--- src/hdl/gcq_ram.sv ---
// gcq_ram: generic single write port, single read port ram with registered read
// no dependencies
`timescale 1ns / 1ps

module gcq_ram #(
  parameter int WIDTH = 16,
  parameter int DEPTH = 16
) (
  input  logic                     clk,
  input  logic                     we,
  input  logic [$clog2(DEPTH)-1:0] waddr,
  input  logic [WIDTH-1:0]         wdata,
  input  logic [$clog2(DEPTH)-1:0] raddr,
  output logic [WIDTH-1:0]         rdata
);

  logic [WIDTH-1:0] mem [DEPTH];

  always_ff @(posedge clk) begin
    if (we) begin
      mem[waddr] <= wdata;
    end
    rdata <= mem[raddr];
  end

endmodule

--- config.mk ---
export PLATFORM = sky130hd
export DESIGN_NAME = gcq_ram
export DESIGN_NICKNAME = d
export VERILOG_FILES = /design/src/hdl/gcq_ram.sv
export SDC_FILE = /design/constraint.sdc
export NUM_CORES = 1
export LEC_CHECK = 0
export BUFFER_PORTS_ARGS = -buffer_cell sky130_fd_sc_hd__buf_2
export CORE_AREA = 2 2 243 125
export DETAILED_ROUTE_END_ITERATION = 7
export DIE_AREA = 0 0 245 127
export PLACE_DENSITY = 0.59
export SLEW_MARGIN = 20
export SYNTH_ARGS = -nofsm -noshare
export SYNTH_HDL_FRONTEND = slang
export SYNTH_SLANG_ARGS = --single-unit
--- constraint.sdc ---
create_clock -name clk -period 2.73 [get_ports clk]
set_clock_uncertainty 0.05 [all_clocks]
set_input_delay 0.546 -clock clk [delete_from_list [all_inputs] [get_ports clk]]
set_output_delay 0.546 -clock clk [all_outputs]
set_load 0.02 [all_outputs]
# Word-level counts from Yosys, hierarchy flattened
# Memories as Yosys holds them, arrays and structs flattened. A register that Yosys moved wholly into a read port is not among the register bits.
# Index checks and enable logic that the tools add are counted.
dict set report word_totals {
  word_cells 3
  memories 1
  input_bits 26
  ram_bits 256
  out_inout_bits 16
  register_bits 0
}
dict set report classes {
  muxes 2
}
# memory depth word_bits rd rd_clocked_by_memory_dff write_ports line_no
set memory_table {}
lappend memory_table {mem 16 16 1 1 1 17} ;# logic [WIDTH-1:0] mem [DEPTH];
# op count
set ops {}
lappend ops {{1-bit two-way mux} 2}

# Depth between registers and ports, before layout
dict set report depth {
  word_depth 2
  mapped_depth 5
  depth_no_buf 3
}

# Worst setup path before layout
# OpenSTA, ideal clock, no wires.
dict set report synth_timing {
  path_kind {input to register}
  startpoint {in waddr[2]}
  endpoint {mem mem[0][0], enable pin}
  slack_ps 79
  arrival_ps 2192
  setup_time_ps 409
  required_time_ps 2271
  path_buffers 0
  stages 2
  path_cell_list {or3b_2 nor3_1}
}
# element line_no
set synth_rtl {}
lappend synth_rtl {{start: declaration} 11} ;# input logic [$clog2(DEPTH)-1:0] waddr,
lappend synth_rtl {{end: declaration} 17}
# No word-level cell before the write port.

==> flow_summary_export.csv <==
group,metric,value,unit
outcome,outcome,"complete, no violations",
timing,worst_pin_slew,1075,ps
clock_network,clkTransAtPathRegs,60,ps
synth,synth.cell_area,10040,um2
detailed_routing,totalWireLength,21030,um
timing,post-route-period-util,60.31,%
global_route,grt_max_degree,65,
setup_path,cp-startpoint,"raddr[0]",
global_route,grt_remaining_overflow,0,
clock_network,cts_setup_buffers,0,
global_route,grt_pass1_vias,4785,
synth,synth_cell_types,19,
finish,final_common_cell,"edfxtp_1",
finish,area_growth,16.93,%
pwr,max-vdd-ir-drop,0.0004160,V
pwr,leakagePower,3.801,nW
finish,drive_above_1_share,33.46,%
setup_path,crit_type,"input pin to register",
pwr,switchingPower,1.744,mW
timing,setup_viol,0,
clock_network,clk-insertion-delay-late,530,ps
setup_path,start_kind,"input pin",
timing,period_needed,1646,ps
synth,synth_edf_count,256,
floorplan,row_count,44,
place,dp_cells,875,
timing,rsz0062_at_grt,"no",
synth,syn-instance-count,432,
floorplan,core_area,28790,um2
synth,synth_async_sr_flop_share,0,%
clock_network,clockBufferDepth,3,
place,finalWeightedCongestion,0.7052,
detailed_routing,drt_iter0_drc,498,
finish,fin_nets,538,
clock_network,ctsHoldBuffers,0,
synth,syn_nets,458,
synth,syn_area_per_cell,23.25,um2
detailed_routing,wl_per_cell,22.78,um
synth,synth-main-ff-cell,"edfxtp_1",
synth,ys_ff_latch,272,
floorplan,initial_core_util,34.88,%
timing,finalSetupTns,0,ps
timing,fmax,607.4,MHz
pwr,combPwrFrac,5.3,%
detailed_routing,post_drt_via_cell_ratio,5.043,
synth,seq_area_frac_synth,79.73,%
floorplan,io-pin-count,42,
clock_network,clock_sinks,272,
setup_path,reg2reg_slack,1380,ps
finish,multi_input_area,1972,um2
timing,hold_violations,0,
setup_path,endpoint,"rdata[0]",
clock_network,cts-htree-levels,1,
synth,yosys_warnings,0,
setup_path,crit_path_end_kind,"register",
setup_path,crit_arrival,2000,ps
detailed_routing,routed-via-count,4655,
pwr,clock_power_share,38.9,%
pwr,p_seq_share,55.7,%
pwr,pwr_density_cell,716.7,nW/um2
pwr,switching_share,20.71,%
place,place.port_buffers,41,
floorplan,chipWidth,245,um
timing,maxSlewViolCount,0,
setup_path,worst-endpoint-required,3090,ps
setup_path,critical_path.max_fanout,16,
detailed_routing,drc,0,
finish,diodes,0,
finish,ff_latch_area,8008,um2
global_route,grt_pass1_wl,31040,um
worst_hold_path,hold_class,"input pin to register",
clock_network,numCtsBuffers,26,
detailed_routing,drt_first_pass_iters,5,
setup_path,ff2ff_path_depth,3,
place,hpwlAfterDp,11860,um
finish,nFillCells,2494,
flow_run,drv_cap,0,
pwr,intPower,6.674,mW
timing,slew_headroom,28.01,%
floorplan,fp.dieH,127,um
global_route,grt_usage,13.60,%
finish,layout_common_cells,"edfxtp_1, mux4_2, buf_2, a22oi_1, buf_4",
setup_path,r2r-start,"mem[8][6]",
clock_network,cts-root-buf,"clkbuf_16",
finish,fin_cells,923,
clock_network,cts_resized,0,
detailed_routing,ant_nets,0,
setup_path,r2r-end,"rdata[6]",
finish,postLayoutCoreUtil,40.79,%
floorplan,die_area,31120,um2
clock_network,cts_tree,"done",
global_route,grt_antenna_before_repair,1,
## final cells by class
cell class,instances,area share [%]
multi-input combinational,139,16.79
sequential,272,68.19
clock inverter,9,0.4901
clock buffer,39,6.126
tap,391,4.166
timing repair buffer,73,4.240
## flip-flops by register name, summed over array words and instances (netlist names)
register	count
rdata	16
mem	256
## kinds of logic (layout without fill, tap and decap cells)
kind of cell    after synthesis  after routing  synth area share, %
compound gates               32             32                2.392
mux                          64             64                14.73
flops                       272            272                79.73
simple gates                 43             43                1.918
buf+inv                      21            121                1.233
## critical path, cell delays in order
cell	delay (ps)
buf_4	290
buf_4	340
mux4_2	540
a22oi_1	190
nand2_1	70
## worst min-delay path by stage
stage / endpoint / cells after the start / slack, ps / from
2_1_floorplan: rdata[0] / 3 / 580 / mem[14][0]
3_3_place_gp: rdata[12] / 3 / 600 / mem[6][12]
3_5_place_dp: rdata[0] / 3 / 610 / mem[14][0]
4_1_cts: mem[10][12] / 1 / 330 / wdata[12]
5_1_grt: mem[11][12] / 1 / 330 / wdata[12]
6_report: mem[11][12] / 1 / 340 / wdata[12]
## power groups by stage
stage | sequential [mW] | combinational [mW] | clock, mW
2_1_floorplan | 4.81 | 0.228 | 0
3_3_place_gp | 4.78 | 0.452 | 0
3_5_place_dp | 4.78 | 0.457 | 0
4_1_cts | 4.69 | 0.458 | 3.33
5_1_grt | 4.70 | 0.484 | 3.49
6_report | 4.69 | 0.448 | 3.28
## cell usage after synthesis, types with 4 or more instances
cell / number / area [um2]
edfxtp_1: 256 / 7687
mux4_2: 54 / 1216
a22oi_1: 32 / 240.2
nand2_1: 17 / 63.81
dfxtp_1: 16 / 320.3
nor2_1: 13 / 48.80
mux4_1: 10 / 262.8
clkbuf_1: 8 / 30.03
buf_6: 4 / 45.04
nor3_1: 4 / 20.02
## per-layer routing
layer | up-vias | part of all wire [%] | global-route usage, %
met1 | 2491 | 42 | 18.35
met2 | 128 | 51 | 23.30
met4 | 2 | 1.5 | 3.730
met5 | - | 0.062 | 0
li1 | 2006 | - | -
met3 | 28 | 5.7 | 1.975
## per-stage QoR
step	area [um2]	total power, mW	hold slack (ps)	worst slack [ps]
3_5_place_dp	10970	5.240	607.9	520.4
2_1_floorplan	10040	5.039	584.9	78.92
6_report	11740	8.417	343.1	1084
4_1_cts	11740	8.486	325.1	1047
3_3_place_gp	10960	5.230	602.4	530.8
5_1_grt	11740	8.677	334.6	979.0
Power figures use the tool's default switching activity.
