===== config.mk =====
export PLATFORM = sky130hd
export DESIGN_NAME = gcq_order
export DESIGN_NICKNAME = d
export VERILOG_FILES = /design/src/hdl/gcq_pkg.sv /design/src/hdl/gcq_order.sv
export SDC_FILE = /design/constraint.sdc
export NUM_CORES = 1
export LEC_CHECK = 0
export BUFFER_PORTS_ARGS = -buffer_cell sky130_fd_sc_hd__buf_2
export CAP_MARGIN = 40
export CORE_AREA = 2 2 39 41
export DETAILED_ROUTE_END_ITERATION = 6
export DIE_AREA = 0 0 41 43
export PLACE_DENSITY = 0.74
export REMOVE_ABC_BUFFERS = 1
export SLEW_MARGIN = 5
export SYNTH_ARGS = -nofsm -noshare
export SYNTH_HDL_FRONTEND = slang
export SYNTH_SLANG_ARGS = --single-unit
export TNS_END_PERCENT = 1

===== constraint.sdc =====
create_clock -name clk -period 4.15 [get_ports clk]
set_clock_uncertainty 0.15 [all_clocks]
set_input_delay 0.415 -clock clk [delete_from_list [all_inputs] [get_ports clk]]
set_output_delay 0.415 -clock clk [all_outputs]
set_load 0.02 [all_outputs]

===== src/hdl/gcq_pkg.sv =====
// gcq_pkg: shared types, codes and default sizes for the grouped class queue
// used by gcq_order and grouped_class_queue_core; depends on nothing
`timescale 1ns / 1ps

package gcq_pkg;

  localparam int NUM_CLASSES_DEF = 4;
  localparam int CLASS_DEPTH_DEF = 1024;
  localparam int TAG_WIDTH_DEF   = 16;

  localparam int ACT_W = 1;
  localparam int CLS_W = 3;
  localparam int TAG_W = 16;
  localparam int STS_W = 2;

  localparam logic [ACT_W-1:0] ACT_ENQ = 1'b0;
  localparam logic [ACT_W-1:0] ACT_DEQ = 1'b1;

  localparam logic [STS_W-1:0] STS_OK    = 2'd0;
  localparam logic [STS_W-1:0] STS_EMPTY = 2'd1;
  localparam logic [STS_W-1:0] STS_FULL  = 2'd2;

  typedef struct packed {
    logic [ACT_W-1:0] action;
    logic [CLS_W-1:0] class_id;
    logic [TAG_W-1:0] tag;
  } in_word_t;

  typedef struct packed {
    logic [CLS_W-1:0] out_class;
    logic [TAG_W-1:0] out_tag;
    logic [STS_W-1:0] status;
  } out_word_t;

  typedef struct packed {
    logic push;
    logic pop;
  } ord_ctl_t;

endpackage


===== src/hdl/gcq_order.sv =====
// gcq_order: circular queue of class indices in arrival order
// uses gcq_pkg for the control struct
`timescale 1ns / 1ps

module gcq_order #(
  parameter int NUM_CLASSES = gcq_pkg::NUM_CLASSES_DEF
) (
  input  logic                           clk,
  input  logic                           rst_n,
  input  gcq_pkg::ord_ctl_t              ctl,
  input  logic [$clog2(NUM_CLASSES)-1:0] push_cls,
  output logic [$clog2(NUM_CLASSES)-1:0] front,
  output logic                           empty
);

  localparam int CI_W = $clog2(NUM_CLASSES);
  localparam int OC_W = $clog2(NUM_CLASSES + 1);
  localparam int SW   = OC_W + 1;

  logic [CI_W-1:0] q_r [NUM_CLASSES];
  logic [CI_W-1:0] head_r, head_nxt;
  logic [OC_W-1:0] count_r, count_nxt;
  logic [SW-1:0]   tail_sum, head_sum;
  logic [CI_W-1:0] tail;
  logic            can_push;

  assign tail_sum = SW'(head_r) + SW'(count_r);
  assign tail     = (tail_sum >= SW'(NUM_CLASSES)) ? CI_W'(tail_sum - SW'(NUM_CLASSES))
                                                   : CI_W'(tail_sum);
  assign head_sum = SW'(head_r) + SW'(1);
  assign can_push = ctl.push && (count_r < OC_W'(NUM_CLASSES));

  assign front = q_r[head_r];
  assign empty = (count_r == '0);

  always_comb begin
    head_nxt  = head_r;
    count_nxt = count_r;
    if (can_push) begin
      count_nxt = count_r + OC_W'(1);
    end else if (ctl.pop && !empty) begin
      head_nxt  = (head_sum >= SW'(NUM_CLASSES)) ? CI_W'(head_sum - SW'(NUM_CLASSES))
                                                 : CI_W'(head_sum);
      count_nxt = count_r - OC_W'(1);
    end
  end

  always_ff @(posedge clk) begin
    if (!rst_n) begin
      head_r  <= '0;
      count_r <= '0;
    end else begin
      head_r  <= head_nxt;
      count_r <= count_nxt;
    end
  end

  always_ff @(posedge clk) begin
    if (can_push) begin
      q_r[tail] <= push_cls;
    end
  end

endmodule


After elaboration in Yosys (flattened, before gate mapping)
Memories as Yosys holds them, arrays and structs flattened. A register that Yosys moved wholly into a read port is not among the register bits.
Cells that the tools add are included.
{"block": "word_totals", "wordCells": 27, "inputBits": 6, "latchBits": 0, "regBits": 5, "mem_bits_rw": 8, "rom_bits": 0, "out_inout_bits": 3, "memories": 1}
{"name": "q_r", "depth": 4, "word_bits": 2, "rd": 1, "rd_ports_with_merged_regs": 1, "wr": 1, "line_no": "gcq_order.sv:20", "text": "logic [CI_W-1:0] q_r [NUM_CLASSES];"}
{"block": "op_classes", "n_bitwise": 1, "div": 0, "shifts": 0, "mux": 8, "n_reduce_logical": 6, "add_sub_neg": 6, "multipliers": 0, "magnitude_cmp": 3, "n_eq_ne": 0}
{"operator": "$mux W2", "n": 4}
{"operator": "$mux W3", "n": 2}
{"operator": "$add A2 B3 Y4", "n": 1}
{"operator": "$ge A4 B3 Y1 const B", "n": 1}
{"operator": "$sub A2 B1 Y2 const B", "n": 2}
{"operator": "$add A2 B1 Y3 const B", "n": 1}
{"operator": "$add A3 B1 Y3 const B", "n": 1}
{"operator": "$ge A3 B3 Y1 const B", "n": 1}
{"operator": "$logic_not A3 Y1", "n": 1}
{"operator": "$lt A3 B3 Y1 const B", "n": 1}
{"operator": "$sub A3 B1 Y3 const B", "n": 1}
{"operator": "$logic_and A1 B1 Y1", "n": 2}
{"operator": "$mux W1", "n": 2}
{"operator": "$reduce_and A2 Y1", "n": 1}
{"operator": "$reduce_bool A2 Y1", "n": 1}
{"operator": "$logic_not A1 Y1", "n": 1}
{"operator": "$not A1 Y1", "n": 1}

Depth between registers and ports, before layout
{"block": "depth", "ltp_word": 6, "depth_mapped": 6, "mapped_depth_nobuf": 6}

Least setup slack after synthesis
OpenSTA, ideal clock, no wires.
{"block": "synth_timing", "path_type": "input-to-reg", "startpoint": "input ctl[1] in the netlist's numbering", "endpoint": "register count_r[2]", "arrival_time_ns": 1.560, "path_stages": 6, "slack_ns": 2.371, "n_path_buf": 0, "cell_sequence": "and2b_1 -> inv_1 -> fa_1 -> nand2b_1 -> or3_1 -> a21oi_1"}
{"block": "synth_via", "elab_chain_cells": 2}
{"element": "start, declared", "line_no": "gcq_order.sv:10", "text": "input gcq_pkg::ord_ctl_t ctl,"}
{"element": "$logic_and A1 B1 Y1 *", "line_no": "gcq_order.sv:31", "text": "assign can_push = ctl.push && (count_r < OC_W'(NUM_CLASSES));"}
{"element": "$mux W3 / $reduce_bool A2 Y1 (equally long branches)"}
{"element": "end signal, assigned", "line_no": "gcq_order.sv:54", "text": "count_r <= count_nxt;"}
{"element": "end, declared", "line_no": "gcq_order.sv:22", "text": "logic [OC_W-1:0] count_r, count_nxt;"}
Every way passes the cells marked *; elsewhere a longest branch is shown, timed or not.
A chain may end at the register's enable or synchronous reset.

Final worst setup path
{"block": "layout_timing", "startpoint": "register count_r[2]", "endpoint": "register count_r[2]"}
{"block": "layout_via", "elab_chain_cells": 4}
{"element": "parallel branches: the longest is 4 deep, another holds $sub A3 B1 Y3"}
Several ways; the timed one is not identified. The select of a mux whose other input is x is not followed.

==> flow_summary.html <==
<table>
<tr><th>Metric</th><th>Value</th></tr>
<tr><th colspan="2">Status</th></tr>
<tr><td>Status</td><td>finished, final reports clean</td></tr>
<tr><th colspan="2">GRT</th></tr>
<tr><td>Via count of the first global-routing pass</td><td>437</td></tr>
<tr><td>Antenna violations before repair</td><td>0</td></tr>
<tr><td>Maximum number of pins on one net before global-route repair</td><td>10</td></tr>
<tr><td>Total congestion overflow</td><td>0</td></tr>
<tr><td>Global-route wire length before repair</td><td>1810 microns</td></tr>
<tr><td>Gr usage total</td><td>15.8%</td></tr>
<tr><th colspan="2">Floorplan</th></tr>
<tr><td>Core Region</td><td>1380 sq um</td></tr>
<tr><td>Starting density of the core</td><td>50.4%</td></tr>
<tr><td>Die area</td><td>1760 sq um</td></tr>
<tr><td>Width of the die</td><td>41 microns</td></tr>
<tr><td>Number of placement rows</td><td>14</td></tr>
<tr><td>Vert. Die Dim</td><td>43 microns</td></tr>
<tr><td># IOs</td><td>9</td></tr>
<tr><th colspan="2">Clock tree</th></tr>
<tr><td>Worst-case clock buffer depth</td><td>2</td></tr>
<tr><td>TritonCTS clock tree</td><td>done</td></tr>
<tr><td>Clock Latency Late Sink</td><td>0.28 ns</td></tr>
<tr><td>Number of clock buffers inserted by TritonCTS</td><td>3</td></tr>
<tr><td>Number of setup buffers added after CTS</td><td>0</td></tr>
<tr><td>Number of gates given a new drive strength after cts</td><td>0</td></tr>
<tr><td>Number of buffers inserted by hold repair at cts</td><td>0</td></tr>
<tr><td>Root buffer cell</td><td>sky130_fd_sc_hd__clkbuf_4</td></tr>
<tr><td>Number of levels the H-tree was split into</td><td>1</td></tr>
<tr><td>Sink count of the clock tree</td><td>15</td></tr>
<tr><td>Clock transition at the registers of the reported paths</td><td>0.08 ns</td></tr>
<tr><th colspan="2">Synthesis</th></tr>
<tr><td>Post-Synthesis Cell Area</td><td>697 sq um</td></tr>
<tr><td>Flip-flop and latch count after synthesis</td><td>15</td></tr>
<tr><td>Synthesized area per cell</td><td>12.2 sq um</td></tr>
<tr><td>Warnings, synthesis</td><td>0</td></tr>
<tr><td>Gate Count Post-Synth</td><td>57</td></tr>
<tr><td>Post-synthesis sequential area ratio</td><td>54.6%</td></tr>
<tr><td>Count of cell types in the netlist</td><td>25</td></tr>
<tr><th colspan="2">STA</th></tr>
<tr><td>Final setup violating endpoints</td><td>0</td></tr>
<tr><td>Setup repair after global routing missed its margin</td><td>false</td></tr>
<tr><td>Minimum period implied by the final worst setup slack</td><td>1.94 ns</td></tr>
<tr><td>Final clock period utilization by the worst path</td><td>46.8%</td></tr>
<tr><td>Number of pins with negative max-slew slack in the final report</td><td>0</td></tr>
<tr><td>Max-Slew Margin vs Limit</td><td>74.9%</td></tr>
<tr><td>Final-layout setup total negative slack</td><td>0 ns</td></tr>
<tr><td>Setup slack of the critical path after layout</td><td>2.21 ns</td></tr>
<tr><td>Measured slew at the worst slew-check pin</td><td>0.372 ns</td></tr>
<tr><td>Highest Clock Rate</td><td>514 MHz</td></tr>
<tr><td>Final Hold Fails</td><td>0</td></tr>
<tr><th colspan="2">Critical path</th></tr>
<tr><td>Largest stage delay on the critical path</td><td>0.38 ns</td></tr>
<tr><td>CP Launch Type</td><td>flip-flop</td></tr>
<tr><td>Biggest fanout along the worst timing path</td><td>7</td></tr>
<tr><td>Reg2reg setup slack</td><td>2.21 ns</td></tr>
<tr><td>Capturing instance or port of the critical path</td><td>count_r[2]$_SDFFE_PN0P_</td></tr>
<tr><td>Launch point of the worst reg-to-reg path</td><td>count_r[2]$_SDFFE_PN0P_</td></tr>
<tr><td>FF-to-FF End</td><td>count_r[2]$_SDFFE_PN0P_</td></tr>
<tr><td>Buf+Inv Stages, Crit Path</td><td>1</td></tr>
<tr><td>Cell type of the slowest stage on the worst timing path</td><td>sky130_fd_sc_hd__fa_1</td></tr>
<tr><td>Critical Path Stages</td><td>6</td></tr>
<tr><td>Critical path data arrival time</td><td>2.01 ns</td></tr>
<tr><td>Worst R2R Path Depth</td><td>6</td></tr>
<tr><td>Worst setup EP type</td><td>flip-flop</td></tr>
<tr><td>Worst path cell trace</td><td>and2b_1 &gt; inv_1 &gt; fa_1 &gt; nand2b_1 &gt; or3_1 &gt; a21oi_1</td></tr>
<tr><td>Critical path launch point</td><td>count_r[2]$_SDFFE_PN0P_</td></tr>
<tr><td>Data required, critical path</td><td>4.21 ns</td></tr>
<tr><td>Cell family with the largest share of critical-path delay</td><td>simple AND/OR/NAND/NOR gates</td></tr>
<tr><td>Setup Crit Path Kind</td><td>flip-flop to flip-flop</td></tr>
<tr><th colspan="2">Finish</th></tr>
<tr><td>Register cell area after layout</td><td>380 sq um</td></tr>
<tr><td>Area of the multi-input gates</td><td>302 sq um</td></tr>
<tr><td>Number of inserted diodes</td><td>0</td></tr>
<tr><td>Net count, final</td><td>78</td></tr>
<tr><td>FILL cells</td><td>117</td></tr>
<tr><td>Area added between synthesis and finish</td><td>12.6%</td></tr>
<tr><td>Proportion of layout cells with a drive suffix above 1</td><td>21.7%</td></tr>
<tr><th colspan="2">Run</th></tr>
<tr><td>Max-capacitance violation count</td><td>0</td></tr>
<tr><th colspan="2">Power and ir drop</th></tr>
<tr><td>P_leak</td><td>0.313 nW</td></tr>
<tr><td>Peak VDD IR</td><td>0.252 mV</td></tr>
<tr><td>Overall power after layout</td><td>0.464 mW</td></tr>
<tr><td>PwrDens</td><td>591 nW/um^2</td></tr>
<tr><th colspan="2">Drt</th></tr>
<tr><td>Routed WL per cell</td><td>12.4 microns</td></tr>
<tr><td>DRC violation count after routing</td><td>0</td></tr>
<tr><td>Antenna-violating nets left</td><td>0</td></tr>
<tr><td>Ratio of routed vias to standard cells</td><td>5.56</td></tr>
<tr><td>Drt initial violations</td><td>2</td></tr>
<tr><td>Total wirelength of the detailed-routed design</td><td>1050 microns</td></tr>
<tr><td>Total via count after detailed routing</td><td>473</td></tr>
<tr><td>Count of TritonRoute iterations in the first routing pass</td><td>2</td></tr>
<tr><th colspan="2">Placed design</th></tr>
<tr><td>Port-buffer cells</td><td>8</td></tr>
<tr><td>Place WS</td><td>2.13 ns</td></tr>
<tr><td>Final weighted congestion of routability-driven global placement</td><td>0.718</td></tr>
<tr><td>Hpwl dp</td><td>860 microns</td></tr>
<tr><th colspan="2">Worst hold path</th></tr>
<tr><td>Launch point of the worst hold path</td><td>push_cls[1]</td></tr>
<tr><td>HP Class</td><td>input pin to flip-flop</td></tr>
</table>
## metrics by stage
step                      utilization [%]  cell area [sq um]  cells  hold slack [ns]
after floorplan                         -                697     57            0.361
after CTS                            56.7                785     85            0.207
final                                56.7                785     85            0.209
after global placement               54.7                757     81            0.399
after detailed placement             54.7                757     81            0.404
after global routing                 56.7                785     85            0.202
## worst register-to-register path, stage by stage, from the launching register on
cell	delay (ns)
sky130_fd_sc_hd__dfxtp_1	0.36
sky130_fd_sc_hd__and2b_1	0.27
sky130_fd_sc_hd__inv_1	0.10
sky130_fd_sc_hd__fa_1	0.38
sky130_fd_sc_hd__nand2b_1	0.17
sky130_fd_sc_hd__or3_1	0.30
sky130_fd_sc_hd__a21oi_1	0.13
## metal layers
layer / vias up / global-route usage [%] / part of all wire, %
met3: 4 / 3.14 / 5.0
met4: 0 / 10.0 / 2.5
li1: 238 / - / -
met1: 217 / 18.2 / 43
met2: 14 / 25.0 / 50
met5: - / 0 / 0
## synth_stat cells
cell type,count,area [sq um]
sky130_fd_sc_hd__a21oi_1,2,10.0
sky130_fd_sc_hd__o21bai_1,1,7.51
sky130_fd_sc_hd__dfxtp_1,7,140
sky130_fd_sc_hd__ha_1,1,12.5
sky130_fd_sc_hd__nor4_1,1,6.26
sky130_fd_sc_hd__mux2i_1,3,30.0
sky130_fd_sc_hd__and3_1,1,6.26
sky130_fd_sc_hd__a22oi_1,1,7.51
sky130_fd_sc_hd__a211oi_1,1,7.51
sky130_fd_sc_hd__fa_1,1,20.0
sky130_fd_sc_hd__nor3b_1,1,7.51
sky130_fd_sc_hd__nor3_1,1,5.00
sky130_fd_sc_hd__mux4_2,2,45.0
sky130_fd_sc_hd__edfxtp_1,8,240
sky130_fd_sc_hd__o21ai_0,2,10.0
sky130_fd_sc_hd__inv_1,4,15.0
sky130_fd_sc_hd__or4_1,1,7.51
sky130_fd_sc_hd__xnor2_1,2,17.5
sky130_fd_sc_hd__or3_1,2,12.5
sky130_fd_sc_hd__and2b_1,1,7.51
sky130_fd_sc_hd__nor2_1,3,11.3
sky130_fd_sc_hd__nand2b_1,3,18.8
sky130_fd_sc_hd__o21ba_2,1,10.0
sky130_fd_sc_hd__nand4b_1,3,26.3
sky130_fd_sc_hd__nand2_1,4,15.0
## how the worst min path moves through the flow
stage / depth (start not counted) / endpoint / slack (ns)
finish: 1 / q_r[3][1]$_DFFE_PP_ / 0.21
global route: 1 / q_r[3][0]$_DFFE_PP_ / 0.20
global placement: 2 / head_r[0]$_SDFFE_PN0P_ / 0.40
detailed placement: 2 / head_r[0]$_SDFFE_PN0P_ / 0.40
CTS: 1 / q_r[3][1]$_DFFE_PP_ / 0.21
floorplan: 2 / flip-flop / 0.36
## power breakdown
part	switching, mW	total, mW	internal [mW]	leakage [nW]
Combinational	0.0845	0.160	0.0758	0.164
Clock	0.0424	0.0781	0.0357	0.0177
Sequential	0.0304	0.225	0.195	0.131
## cell families (layout without fill, tap and decap cells)
logic type,after synthesis,in the layout,share of synthesized area [%]
compound gates,8,8,7.54
xor+xnor,2,2,2.51
fa+ha+maj,2,2,4.67
buf+inv,4,16,2.15
flops,15,15,54.6
mux,5,5,10.8
simple gates,21,21,17.8
## area by class of cell
class,count,area share [%]
multi-input combinational,38,38.4
sequential,15,48.5
clock inverter,1,0.638
timing repair buffer,8,5.10
clock buffer,3,2.87
inverter,4,1.91
tap,16,2.55
## placed cells by master, fill, tap and decap left out, drive strengths merged
cell,instances
ha,1
nand2b,3
o21ba,1
edfxtp,8
xnor2,2
or3,2
mux2i,3
inv,4
and2b,1
nor4,1
nor3b,1
a21oi,2
a22oi,1
and3,1
fa,1
nand4b,3
dfxtp,7
clkinv,1
nand2,4
or4,1
mux4,2
nor3,1
a211oi,1
o21bai,1
o21ai,2
clkbuf,3
buf,8
nor2,3
No activity file was read; power rests on OpenSTA's default activity.
